File: src/hdl/ahdf_pkg.sv
// Shared types, codes and the FCS-16 step for the async HDLC deframer.
// No dependencies; imported by ahdf_cfg_regs and async_hdlc_deframer_fcs16.
`timescale 1ns / 1ps
`default_nettype none

package ahdf_pkg;

  // Line control bytes
  localparam logic [7:0] FLAG_BYTE = 8'h7e;
  localparam logic [7:0] ESC_BYTE  = 8'h7d;
  localparam logic [7:0] ESC_XOR   = 8'h20;

  // FCS-16, reflected polynomial
  localparam logic [15:0] FCS_INIT = 16'hffff;
  localparam logic [15:0] FCS_GOOD = 16'hf0b8;
  localparam logic [15:0] FCS_POLY = 16'h8408;

  // Configuration space
  localparam int unsigned CFG_ADDR_W      = 3;
  localparam int unsigned CFG_DATA_W      = 32;
  localparam logic        REG_MAX_FRAME   = 1'b0;
  localparam logic [15:0] MAX_FRAME_RESET = 16'd2048;

  // Result kinds
  typedef enum logic [2:0] {
    KIND_DATA     = 3'd0,
    KIND_GOOD     = 3'd1,
    KIND_BADFCS   = 3'd2,
    KIND_OVERFLOW = 3'd3,
    KIND_ABORT    = 3'd4
  } kind_e;

  // Receive mode, one-hot
  typedef enum logic [2:0] {
    MODE_HUNT  = 3'b001,
    MODE_FRAME = 3'b010,
    MODE_ESC   = 3'b100
  } mode_e;

  // Fold one data byte into the running FCS, one bit per step
  function automatic logic [15:0] fcs16_step(input logic [15:0] fcs, input logic [7:0] data);
    logic [15:0] f;
    f = fcs ^ {8'h00, data};
    for (int i = 0; i < 8; i++) begin
      f = f[0] ? ((f >> 1) ^ FCS_POLY) : (f >> 1);
    end
    return f;
  endfunction

endpackage

`default_nettype wire

File: src/hdl/ahdf_cfg_regs.sv
// APB-style configuration register for the deframer (max_frame_bytes).
// Depends on ahdf_pkg.
`timescale 1ns / 1ps
`default_nettype none

module ahdf_cfg_regs (
  input  wire logic                             clk_i,
  input  wire logic                             rst_ni,
  input  wire logic                             psel,
  input  wire logic                             penable,
  input  wire logic                             pwrite,
  input  wire logic [ahdf_pkg::CFG_ADDR_W-1:0]  paddr,
  input  wire logic [ahdf_pkg::CFG_DATA_W-1:0]  pwdata,
  output logic      [ahdf_pkg::CFG_DATA_W-1:0]  prdata,
  output logic                                  pready,
  output logic      [15:0]                      max_frame_bytes_o
);
  import ahdf_pkg::*;

  logic        reg_idx;
  logic        wr_en;
  logic [15:0] max_frame_q;
  logic [15:0] max_frame_d;

  // Decode register index from the word address
  assign reg_idx = paddr[2];
  assign pready  = 1'b1;
  assign wr_en   = psel & penable & pwrite & pready & (reg_idx == REG_MAX_FRAME);

  // Capture the limit on a completed write request
  always_comb begin
    max_frame_d = max_frame_q;
    if (wr_en) begin
      max_frame_d = pwdata[15:0];
    end
  end

  always_ff @(posedge clk_i or negedge rst_ni) begin
    if (!rst_ni) begin
      max_frame_q <= MAX_FRAME_RESET;
    end else begin
      max_frame_q <= max_frame_d;
    end
  end

  // Return the register on reads, zero elsewhere
  always_comb begin
    prdata = '0;
    if (reg_idx == REG_MAX_FRAME) begin
      prdata = {{(CFG_DATA_W-16){1'b0}}, max_frame_q};
    end
  end

  assign max_frame_bytes_o = max_frame_q;

endmodule

`default_nettype wire

File: src/hdl/async_hdlc_deframer_fcs16.sv
// Async HDLC receive deframer with FCS-16 check: top level.
// Depends on ahdf_pkg and ahdf_cfg_regs.
//
//   channel  | handshake                  | payload
//   ---------+----------------------------+-------------------------------------------
//   in       | in_valid_i / in_stall_o    | rx_byte_i
//   out      | out_valid_o / out_stall_i  | out_byte_o, result_kind_o, frame_length_o
//   cfg      | psel, penable, pwrite      | paddr, pwdata, prdata, pready
//
// One received byte per cycle sustained while out_stall_i is low. A byte is
// registered in the input register; the mode/delay/FCS update and the result
// register load happen when it advances, so a result passes through the input register and then the result register.
// Reset leaves the block hunting for a flag with the limit at 2048 bytes.
// in_stall_o rises only while a byte waits and the result register is held
// by out_stall_i.
`timescale 1ns / 1ps
`default_nettype none

module async_hdlc_deframer_fcs16 #(
  parameter int unsigned LENGTH_WIDTH = 16
) (
  input  wire logic                             clk_i,
  input  wire logic                             rst_ni,
  // Line byte input
  input  wire logic                             in_valid_i,
  output logic                                  in_stall_o,
  input  wire logic [7:0]                       rx_byte_i,
  // Result output
  output logic                                  out_valid_o,
  input  wire logic                             out_stall_i,
  output logic      [7:0]                       out_byte_o,
  output logic      [2:0]                       result_kind_o,
  output logic      [15:0]                      frame_length_o,
  // Configuration
  input  wire logic                             psel,
  input  wire logic                             penable,
  input  wire logic                             pwrite,
  input  wire logic [ahdf_pkg::CFG_ADDR_W-1:0]  paddr,
  input  wire logic [ahdf_pkg::CFG_DATA_W-1:0]  pwdata,
  output logic      [ahdf_pkg::CFG_DATA_W-1:0]  prdata,
  output logic                                  pready
);
  import ahdf_pkg::*;

  // Compare width covers both the count and the 16-bit limit
  localparam int unsigned CW = (LENGTH_WIDTH > 16) ? LENGTH_WIDTH : 16;

  logic [15:0] max_frame_bytes;

  ahdf_cfg_regs u_cfg (
    .clk_i             (clk_i),
    .rst_ni            (rst_ni),
    .psel              (psel),
    .penable           (penable),
    .pwrite            (pwrite),
    .paddr             (paddr),
    .pwdata            (pwdata),
    .prdata            (prdata),
    .pready            (pready),
    .max_frame_bytes_o (max_frame_bytes)
  );

  // ------------------------------------------------------------------
  // Input register
  // ------------------------------------------------------------------
  logic       in_vld_q, in_vld_d;
  logic [7:0] in_byte_q, in_byte_d;
  logic       in_take;
  logic       out_free;
  logic       advance;

  assign out_free   = ~out_valid_o | ~out_stall_i;
  assign advance    = in_vld_q & out_free;
  assign in_stall_o = in_vld_q & ~out_free;
  assign in_take    = in_valid_i & ~in_stall_o;

  always_comb begin
    in_vld_d  = in_vld_q;
    in_byte_d = in_byte_q;
    if (in_take) begin
      in_vld_d  = 1'b1;
      in_byte_d = rx_byte_i;
    end else if (advance) begin
      in_vld_d = 1'b0;
    end
  end

  // ------------------------------------------------------------------
  // Deframer state
  // ------------------------------------------------------------------
  mode_e                   mode_q, mode_d;
  logic [1:0]              seen_q, seen_d;
  logic [LENGTH_WIDTH-1:0] count_q, count_d;
  logic [15:0]             fcs_q, fcs_d;
  logic [7:0]              held_old_q, held_old_d;
  logic [7:0]              held_new_q, held_new_d;

  logic          res_vld;
  logic [7:0]    res_byte;
  kind_e         res_kind;
  logic [15:0]   res_len;

  logic [CW-1:0] count_ext;
  logic [CW-1:0] max_ext;
  logic [CW-1:0] len_mask_ext;
  logic [CW-1:0] limit_ext;
  logic          is_flag;
  logic          is_esc;
  logic [7:0]    data_byte;
  logic          take_data;
  logic          do_open;

  // Effective limit: register capped at the counter's range
  assign count_ext    = CW'(count_q);
  assign max_ext      = CW'(max_frame_bytes);
  assign len_mask_ext = CW'({LENGTH_WIDTH{1'b1}});
  assign limit_ext    = (max_ext > len_mask_ext) ? len_mask_ext : max_ext;

  assign is_flag   = (in_byte_q == FLAG_BYTE);
  assign is_esc    = (in_byte_q == ESC_BYTE);
  assign data_byte = (mode_q == MODE_ESC) ? (in_byte_q ^ ESC_XOR) : in_byte_q;

  // Classify the byte against the current mode
  always_comb begin
    take_data = 1'b0;
    do_open   = 1'b0;
    case (mode_q)
      MODE_FRAME: begin
        do_open   = is_flag;
        take_data = ~is_flag & ~is_esc;
      end
      MODE_ESC: begin
        do_open   = is_flag;
        take_data = ~is_flag;
      end
      default: begin
        do_open = is_flag;
      end
    endcase
  end

  // Next state and result for the byte in the input register
  always_comb begin
    mode_d     = mode_q;
    seen_d     = seen_q;
    count_d    = count_q;
    fcs_d      = fcs_q;
    held_old_d = held_old_q;
    held_new_d = held_new_q;
    res_vld    = 1'b0;
    res_byte   = '0;
    res_kind   = KIND_DATA;
    res_len    = '0;

    if (do_open) begin
      // Close the frame, report it if payload went out, open the next one
      if ((mode_q != MODE_HUNT) && (count_q != '0)) begin
        res_vld  = 1'b1;
        res_len  = count_ext[15:0];
        if (mode_q == MODE_ESC) begin
          res_kind = KIND_ABORT;
        end else if (fcs_q == FCS_GOOD) begin
          res_kind = KIND_GOOD;
        end else begin
          res_kind = KIND_BADFCS;
        end
      end
      mode_d     = MODE_FRAME;
      seen_d     = 2'd0;
      count_d    = '0;
      fcs_d      = FCS_INIT;
      held_old_d = '0;
      held_new_d = '0;
    end else if (take_data) begin
      if (seen_q[1] && (count_ext >= limit_ext)) begin
        // Overflow: drop the byte and go hunting
        res_vld  = 1'b1;
        res_kind = KIND_OVERFLOW;
        res_len  = count_ext[15:0];
        mode_d   = MODE_HUNT;
      end else begin
        // Push out the oldest held byte once the delay is full
        if (seen_q[1]) begin
          res_vld  = 1'b1;
          res_byte = held_old_q;
          count_d  = count_q + LENGTH_WIDTH'(1);
        end
        held_old_d = held_new_q;
        held_new_d = data_byte;
        if (!seen_q[1]) begin
          seen_d = seen_q + 2'd1;
        end
        fcs_d  = fcs16_step(fcs_q, data_byte);
        mode_d = MODE_FRAME;
      end
    end else if (mode_q == MODE_FRAME) begin
      // Escape byte: hold state, mark the next byte
      mode_d = MODE_ESC;
    end else begin
      mode_d = MODE_HUNT;
    end
  end

  // ------------------------------------------------------------------
  // Result register
  // ------------------------------------------------------------------
  logic        out_vld_q, out_vld_d;
  logic [7:0]  out_byte_q, out_byte_d;
  logic [2:0]  out_kind_q, out_kind_d;
  logic [15:0] out_len_q, out_len_d;
  logic        load_res;

  assign load_res = advance & res_vld;

  always_comb begin
    out_vld_d  = out_vld_q;
    out_byte_d = out_byte_q;
    out_kind_d = out_kind_q;
    out_len_d  = out_len_q;
    if (load_res) begin
      out_vld_d  = 1'b1;
      out_byte_d = res_byte;
      out_kind_d = res_kind;
      out_len_d  = res_len;
    end else if (out_vld_q && !out_stall_i) begin
      out_vld_d = 1'b0;
    end
  end

  // Control registers
  always_ff @(posedge clk_i or negedge rst_ni) begin
    if (!rst_ni) begin
      in_vld_q  <= 1'b0;
      out_vld_q <= 1'b0;
      mode_q    <= MODE_HUNT;
      seen_q    <= 2'd0;
      count_q   <= '0;
      fcs_q     <= FCS_INIT;
    end else begin
      in_vld_q  <= in_vld_d;
      out_vld_q <= out_vld_d;
      if (advance) begin
        mode_q  <= mode_d;
        seen_q  <= seen_d;
        count_q <= count_d;
        fcs_q   <= fcs_d;
      end
    end
  end

  // Payload registers
  always_ff @(posedge clk_i) begin
    in_byte_q  <= in_byte_d;
    out_byte_q <= out_byte_d;
    out_kind_q <= out_kind_d;
    out_len_q  <= out_len_d;
    if (advance) begin
      held_old_q <= held_old_d;
      held_new_q <= held_new_d;
    end
  end

  assign out_valid_o    = out_vld_q;
  assign out_byte_o     = out_byte_q;
  assign result_kind_o  = out_kind_q;
  assign frame_length_o = out_len_q;

  // ------------------------------------------------------------------
  // Assertions
  // ------------------------------------------------------------------
  // No payload can have left before the delay line filled
  assert property (@(posedge clk_i) disable iff (!rst_ni)
    !seen_q[1] |-> (count_q == '0))
    else $error("payload counted before delay line full");

  // A result computed on an advancing byte shows up on the output
  assert property (@(posedge clk_i) disable iff (!rst_ni)
    (advance && res_vld) |=> out_valid_o)
    else $error("computed result not presented");

  // Input stalls only when a result is held by the downstream side
  assert property (@(posedge clk_i) disable iff (!rst_ni)
    in_stall_o |-> (out_valid_o && out_stall_i && in_vld_q))
    else $error("input stalled without output backpressure");

endmodule

`default_nettype wire
File: config.mk
export PLATFORM = sky130hd
export DESIGN_NAME = async_hdlc_deframer_fcs16
export DESIGN_NICKNAME = d
export VERILOG_FILES = /design/src/hdl/ahdf_pkg.sv /design/src/hdl/ahdf_cfg_regs.sv /design/src/hdl/async_hdlc_deframer_fcs16.sv
export SDC_FILE = /design/constraint.sdc
export NUM_CORES = 1
export LEC_CHECK = 0
export BUFFER_PORTS_ARGS = -buffer_cell sky130_fd_sc_hd__buf_2
export CORE_ASPECT_RATIO = 0.9
export CORE_MARGIN = 5
export CORE_UTILIZATION = 33
export CTS_BUF_LIST = sky130_fd_sc_hd__clkbuf_16
export DETAILED_ROUTE_END_ITERATION = 10
export GPL_TIMING_DRIVEN = 0
export PLACE_DENSITY = 0.56
export SYNTH_ARGS = -nofsm -noshare
export SYNTH_HDL_FRONTEND = slang
export SYNTH_SLANG_ARGS = --single-unit
File: constraint.sdc
create_clock -name clk_i -period 2.66 [get_ports clk_i]
set_clock_uncertainty 0.1 [all_clocks]
set_input_delay 0.133 -clock clk_i [delete_from_list [all_inputs] [get_ports clk_i]]
set_output_delay 0.133 -clock clk_i [all_outputs]
set_load 0.005 [all_outputs]
==> results.toml, run 1 <==
[global_route]
grt_pass1_wl_mm = 19.18
grt-busiest-layer = "met2"
first_global_vias = 3791
grt_util_met2 = 0.2030
grt_util_all_layers = 0.1309
gr-usage-met1 = 0.1836
grtUsageMet3 = 0.02177
grt_max_degree = 56
overflow = 0
antenna_found_initial = 0

[final_layout]
final_cell_mix = "buf_2, edfxtp_1, buf_4"
fin_area_um2 = 6835
fillers = 1479
diodes = 0
fin_util = 0.4411
seqCellArea_um2 = 2939
mostFrequentLayoutCell = "buf_2"
drive_above_1_share = 0.3283
area_growth_pct = 30.29
nets = 660
finalNonFillerCells = 799
multiInputGateArea_um2 = 2273

[timing]
hold_viol_final = 0
fin_crit_ns = 2.634
rsz0062_at_grt = "true"
fmax_ghz = 0.3796
relSlewSlack = 0.5034
setup_tns_ns = 0
finalWorstSetupSlack_ns = 0.02577
drv_slew = 0
setup-violations-final = 0
worstMarginPinSlew_ns = 0.7434
period_share = 0.9903
hold_slack_ns = 0.2797

[critical_path]
crit_top_cell = "buf_4"
start_kind = "flip-flop"
crit_type = "flip-flop to flip-flop"
required_ns = 2.84
critPathSlowestCell = "dfstp_2"
worstPathMaxFanout = 6
crit_chain = "inv_1, ha_4, and4_4, o211ai_1, o32a_4, a21boi_4, buf_4, o21ai_4, buf_4, o22a_1"
cpPeakStageDelay_ns = 0.53
crit_buf_inv = 3
worst_setup_path_end_kind = "flip-flop"
path_delay_family = "compound AO/OA/AOI/OAI gates"
worstPathArrival_ns = 2.81

[logic_synthesis]
ys_ff_latch = 106
syn_area_um2 = 5246
synth_warnings = 0
postSynthCellCount = 448
synthArstFlopShare = 0.5189
synth_edf_count = 51
synth_cell_types = 62
yosysSeqAreaShare = 0.5585
synth_flop_cell = "edfxtp_1"
synth.avg_cell_area_um2 = 11.71

[placed_design]
gp_congestion = 0.8417
dp_cells = 740
io_buffers = 75
dp_slack_ns = -0.6785
hpwl_mm = 8.287
dpl-instance-area_um2 = 5941

[cts]
clockRootBuffer = "clkbuf_16"
clk_pin_slew_ns = 0.07
cts_buffers = 9
insertion_delay_ns = 0.35
clkSinkCount = 106
cts_tree = "done"
h-tree-depth = 3
max-clock-path-buffers = 2

[floorplan]
rows = 43
ios = 112
chipHeight_um = 129.6
start_util = 0.3386
core-area_um2 = 15490
dieWidth_um = 142.9
design.die.area_um2 = 18520

[status]
outcome = "finished clean"

[routing]
drt-vias-per-instance = 4.700
drc = 0
totalWireLength_mm = 11.79
firstDrtPassIters = 4
drt_first_iter_violations = 200
wl_per_cell_um = 14.75
postRouteAntennaNets = 0
vias = 3755

[power]
power_mw = 4.076
ir_worst_vdd_mv = 0.3092
leakage_nw = 2.884
power_density_nw_per_um2 = 596.3

[worst_hold_path]
worstHoldPathType = "input pin to async pin"

[job]
cap_violations = 0
==> path summary, 6_finish.rpt <==
path / slack (ns) / depth (start not counted) / startpoint / to
worst min-delay path: 0.28 / 2 / rst_ni / u_cfg.max_frame_bytes_o[13]$_DFFE_PN0P_
min in group clk_i: 0.33 / 3 / pwrite / u_cfg.max_frame_bytes_o[3]$_DFFE_PN0P_
worst max-delay path: 0.03 / 10 / u_cfg.max_frame_bytes_o[11]$_DFFE_PN1P_ / fcs_q[13]$_DFFE_PN1P_
worst max register to register: 0.03 / 10 / u_cfg.max_frame_bytes_o[11]$_DFFE_PN1P_ / fcs_q[13]$_DFFE_PN1P_
worst min register to register: 0.38 / 1 / seen_q[0]$_DFFE_PN0P_ / seen_q[0]$_DFFE_PN0P_
max in group asynchronous: 1.64 / 2 / rst_ni / count_ext[7]$_DFFE_PN0P_
==> flip-flops by register name, indices dropped and copies added (netlist names) <==
register                 count
frame_length_o              16
fcs_q                       16
seen_q                       2
in_vld_q                     1
count_ext                   16
out_valid_o                  1
out_byte_o                   8
mode_q                       3
in_byte_q                    8
held_new_q                   8
held_old_q                   8
u_cfg.max_frame_bytes_o     16
result_kind_o                3
==> report_power, final <==
| part | internal (mW) | leakage, nW | switching [mW] |
|---|---|---|---|
| registers | 1.91 | 1.13 | 0.118 |
| clock network | 0.720 | 0.144 | 0.576 |
| logic | 0.404 | 1.61 | 0.347 |
| total | 3.04 | 2.88 | 1.04 |
==> routing by layer <==
layer	vias up	part of all wire
met3	12	0.047
met4	0	0.017
met2	82	0.46
li1	1869	-
met5	-	0
met1	1792	0.47
==> Yosys cell counts, drive strengths merged (3+ instances only) <==
cell type / n / area, um^2
nor2: 29 / 108.9
nor3: 3 / 15.01
o21a: 4 / 30.03
dfstp: 18 / 473.0
a2bb2oi: 12 / 105.1
xor2: 8 / 70.07
ha: 18 / 225.2
o21ai: 14 / 70.07
inv: 22 / 82.58
clkbuf: 10 / 37.54
dfrtp: 37 / 925.9
or3: 9 / 56.30
o31ai: 4 / 30.03
nor2b: 20 / 125.1
and2: 25 / 156.4
and3: 6 / 42.54
o32a: 3 / 31.28
nor4: 3 / 18.77
buf: 20 / 142.6
nand4: 7 / 56.30
or4: 4 / 30.03
nand3: 12 / 72.57
mux2: 16 / 180.2
and4: 3 / 26.28
nand2: 19 / 71.32
edfxtp: 51 / 1531
xnor2: 19 / 166.4
a21oi: 20 / 103.9
==> cells by family (layout without fill, tap and decap cells) <==
group | count (synthesis) | after routing | synth area share
AND/OR/NAND/NOR | 150 | 150 | 0.1636
AO/OA/AOI/OAI | 76 | 77 | 0.1021
adder cells (fa/ha/maj) | 18 | 18 | 0.04293
multiplexers | 17 | 17 | 0.03625
buffers and inverters | 52 | 185 | 0.05008
other | 2 | 17 | 0.001431
XOR/XNOR | 27 | 27 | 0.04508
flip-flops | 106 | 106 | 0.5585
==> area by class of cell <==
class                           count  area share
Buffer                             30     0.03020
Clock buffer                        9     0.03295
Clock inverter                      7    0.008969
Inverter                           22     0.01208
Multi-Input combinational cell    306      0.3326
Sequential cell                   106      0.4300
Tap cell                          202     0.03698
Timing Repair Buffer              117      0.1162
==> timing repair <==
action / in CTS / in global routing
endpoints found under the setup margin: 98 / 93
hold buffers: 26 / 1
setup buffers: 7 / 6
gates cloned: 0 / 3
resized for setup: 17 / 30
hold endpoints to repair: 26 / 37
pin swaps: 5 / 5
Note: power is estimated with default switching activity, not from simulation.
==> run 2, diff against run 1 <==
--- a/config.mk
+++ b/config.mk
@@ -10,6 +10,7 @@
 export CORE_MARGIN = 5
 export CORE_UTILIZATION = 33
 export CTS_BUF_LIST = sky130_fd_sc_hd__clkbuf_16
+export CTS_CLUSTER_DIAMETER = 30
 export DETAILED_ROUTE_END_ITERATION = 10
 export GPL_TIMING_DRIVEN = 0
 export PLACE_DENSITY = 0.56
==> constraint.sdc (replaced) <==
create_clock -name clk_i -period 2.66 [get_ports clk_i]
set_clock_uncertainty 0.1 [all_clocks]
set_input_delay 0.266 -clock clk_i [delete_from_list [all_inputs] [get_ports clk_i]]
set_output_delay 0.266 -clock clk_i [all_outputs]
set_load 0.005 [all_outputs]
==> run 2 against run 1 <==
- critical path depth unchanged
- global-route usage fell by 0.19 points
- total power shrank 0.54%
- sequential power about the same
- non-clock buffer count fell by 18
- wire length down 1.6%
==> results.toml, run 2 (synthesized netlist as in run 1, its figures left out) <==
[status]
outcome = "finished clean"

[power]
ir_worst_vdd_mv = 0.3091
leakage_nw = 2.809
power_density_nw_per_um2 = 609.1

[floorplan]
dieWidth_um = 142.9
chipHeight_um = 129.6
start_util = 0.3386
rows = 43
design.die.area_um2 = 18520
ios = 112
core-area_um2 = 15490

[critical_path]
worstPathMaxFanout = 6
worst_setup_path_end_kind = "flip-flop"
r2r_cells = 10
start_kind = "flip-flop"
worstPathArrival_ns = 2.82
required_ns = 2.84
crit_type = "flip-flop to flip-flop"

[final_layout]
seqCellArea_um2 = 2939
mostFrequentLayoutCell = "buf_2"
diodes = 0
nets = 642
drive_above_1_share = 0.3385
fillers = 1498
multiInputGateArea_um2 = 2273
fin_util = 0.4295
final_cell_mix = "buf_2, edfxtp_1, buf_4"
finalNonFillerCells = 781
area_growth_pct = 26.85

[placed_design]
dp_slack_ns = -0.6785
gp_congestion = 0.8417
hpwl_mm = 8.287
io_buffers = 75
dp_cells = 740

[timing]
period_share = 0.9914
finalWorstSetupSlack_ns = 0.02299
drv_slew = 0
rsz0062_at_grt = "true"
worstMarginPinSlew_ns = 1.127
setup-violations-final = 0
fmax_ghz = 0.3792
fin_crit_ns = 2.637
relSlewSlack = 0.2417
hold_viol_final = 0

[global_route]
grt_max_degree = 56
grt_pass1_wl_mm = 18.90
first_global_vias = 3709
grt_util_all_layers = 0.1290
overflow = 0
antenna_found_initial = 0

[routing]
drt-vias-per-instance = 4.713
vias = 3681
drt_first_iter_violations = 223
firstDrtPassIters = 4
wl_per_cell_um = 14.86
postRouteAntennaNets = 0
drc = 0
totalWireLength_mm = 11.61

[worst_hold_path]
min_path_cells = 2
worstHoldPathType = "input pin to flip-flop"

[cts]
max-clock-path-buffers = 2
cts_buffers = 9
clockRootBuffer = "clkbuf_16"
cts_tree = "done"
clk_pin_slew_ns = 0.07
h-tree-depth = 3
clkSinkCount = 106
insertion_delay_ns = 0.35

[job]
cap_violations = 0
## run 2: changes by cell type in the layout (fill, tap and decap cells not counted), sizes merged
cell	delta
dlygate4sd3	-18
## run 2: worst paths after layout
path                                                          from  slack [ns]                                       to
min reg2reg                                  seen_q[0]$_DFFE_PN0P_        0.38                    seen_q[0]$_DFFE_PN0P_
min                                                     in_valid_i        0.03                     in_vld_q$_DFFE_PN0P_
max in group asynchronous                                   rst_ni        1.51                 count_ext[7]$_DFFE_PN0P_
max reg2reg                u_cfg.max_frame_bytes_o[11]$_DFFE_PN1P_        0.02                    fcs_q[13]$_DFFE_PN1P_
max                        u_cfg.max_frame_bytes_o[11]$_DFFE_PN1P_        0.02                    fcs_q[13]$_DFFE_PN1P_
min in group asynchronous                                   rst_ni        0.41  u_cfg.max_frame_bytes_o[13]$_DFFE_PN0P_
## run 2: timing repair
action                                  4_1_cts  5_1_grt
resized for setup                            17       29
buffers inserted                              7        6
pin swaps                                     5        5
hold buffers                                  8        1
endpoints found under the hold margin         8       37
endpoints found under the setup margin       98       93
gates cloned                                  0        3
## run 2: power by group
| group | switching, mW | internal (mW) | leakage (nW) |
|---|---|---|---|
| combinational | 0.342 | 0.387 | 1.54 |
| clock | 0.577 | 0.720 | 0.144 |
| sequential | 0.116 | 1.91 | 1.13 |
| total | 1.04 | 3.02 | 2.81 |
## run 2: critical path: stages, from the launching register on
cell and delay, ns:
dfstp_2 0.53, inv_1 0.07, ha_4 0.28, and4_4 0.22
o211ai_1 0.11, o32a_4 0.44, a21boi_4 0.18, buf_4 0.16
o21ai_4 0.09, buf_4 0.19, o22a_1 0.19
## run 2: area by class of cell
type / instances / area share
Clock buffer: 9 / 0.03384
Sequential cell: 106 / 0.4416
Buffer: 30 / 0.03102
Clock inverter: 7 / 0.009212
Multi-Input combinational cell: 306 / 0.3416
Tap cell: 202 / 0.03798
Inverter: 22 / 0.01241
Timing Repair Buffer: 99 / 0.09231
## run 2: per-stage QoR
step / instance area (um^2) / hold slack (ns) / power [mW] / setup TNS, ns
detailed placement: 5941 / 0.3441 / 2.754 / -39.29
floorplan: 5313 / -0.1296 / 2.556 / 0
global route: 6655 / 0.04579 / 4.284 / -0.2695
CTS: 6424 / 0.02830 / 4.079 / -0.005880
global placement: 5941 / 0.3442 / 2.739 / -39.74
finish: 6655 / 0.03336 / 4.054 / 0
## run 2: metal layers
metal | up-vias | track usage | share of wire
met5 | - | 0 | 0
li1 | 1834 | - | -
met4 | 0 | 0.05198 | 0.017
met2 | 73 | 0.1964 | 0.46
met1 | 1762 | 0.1836 | 0.48
met3 | 12 | 0.02177 | 0.044
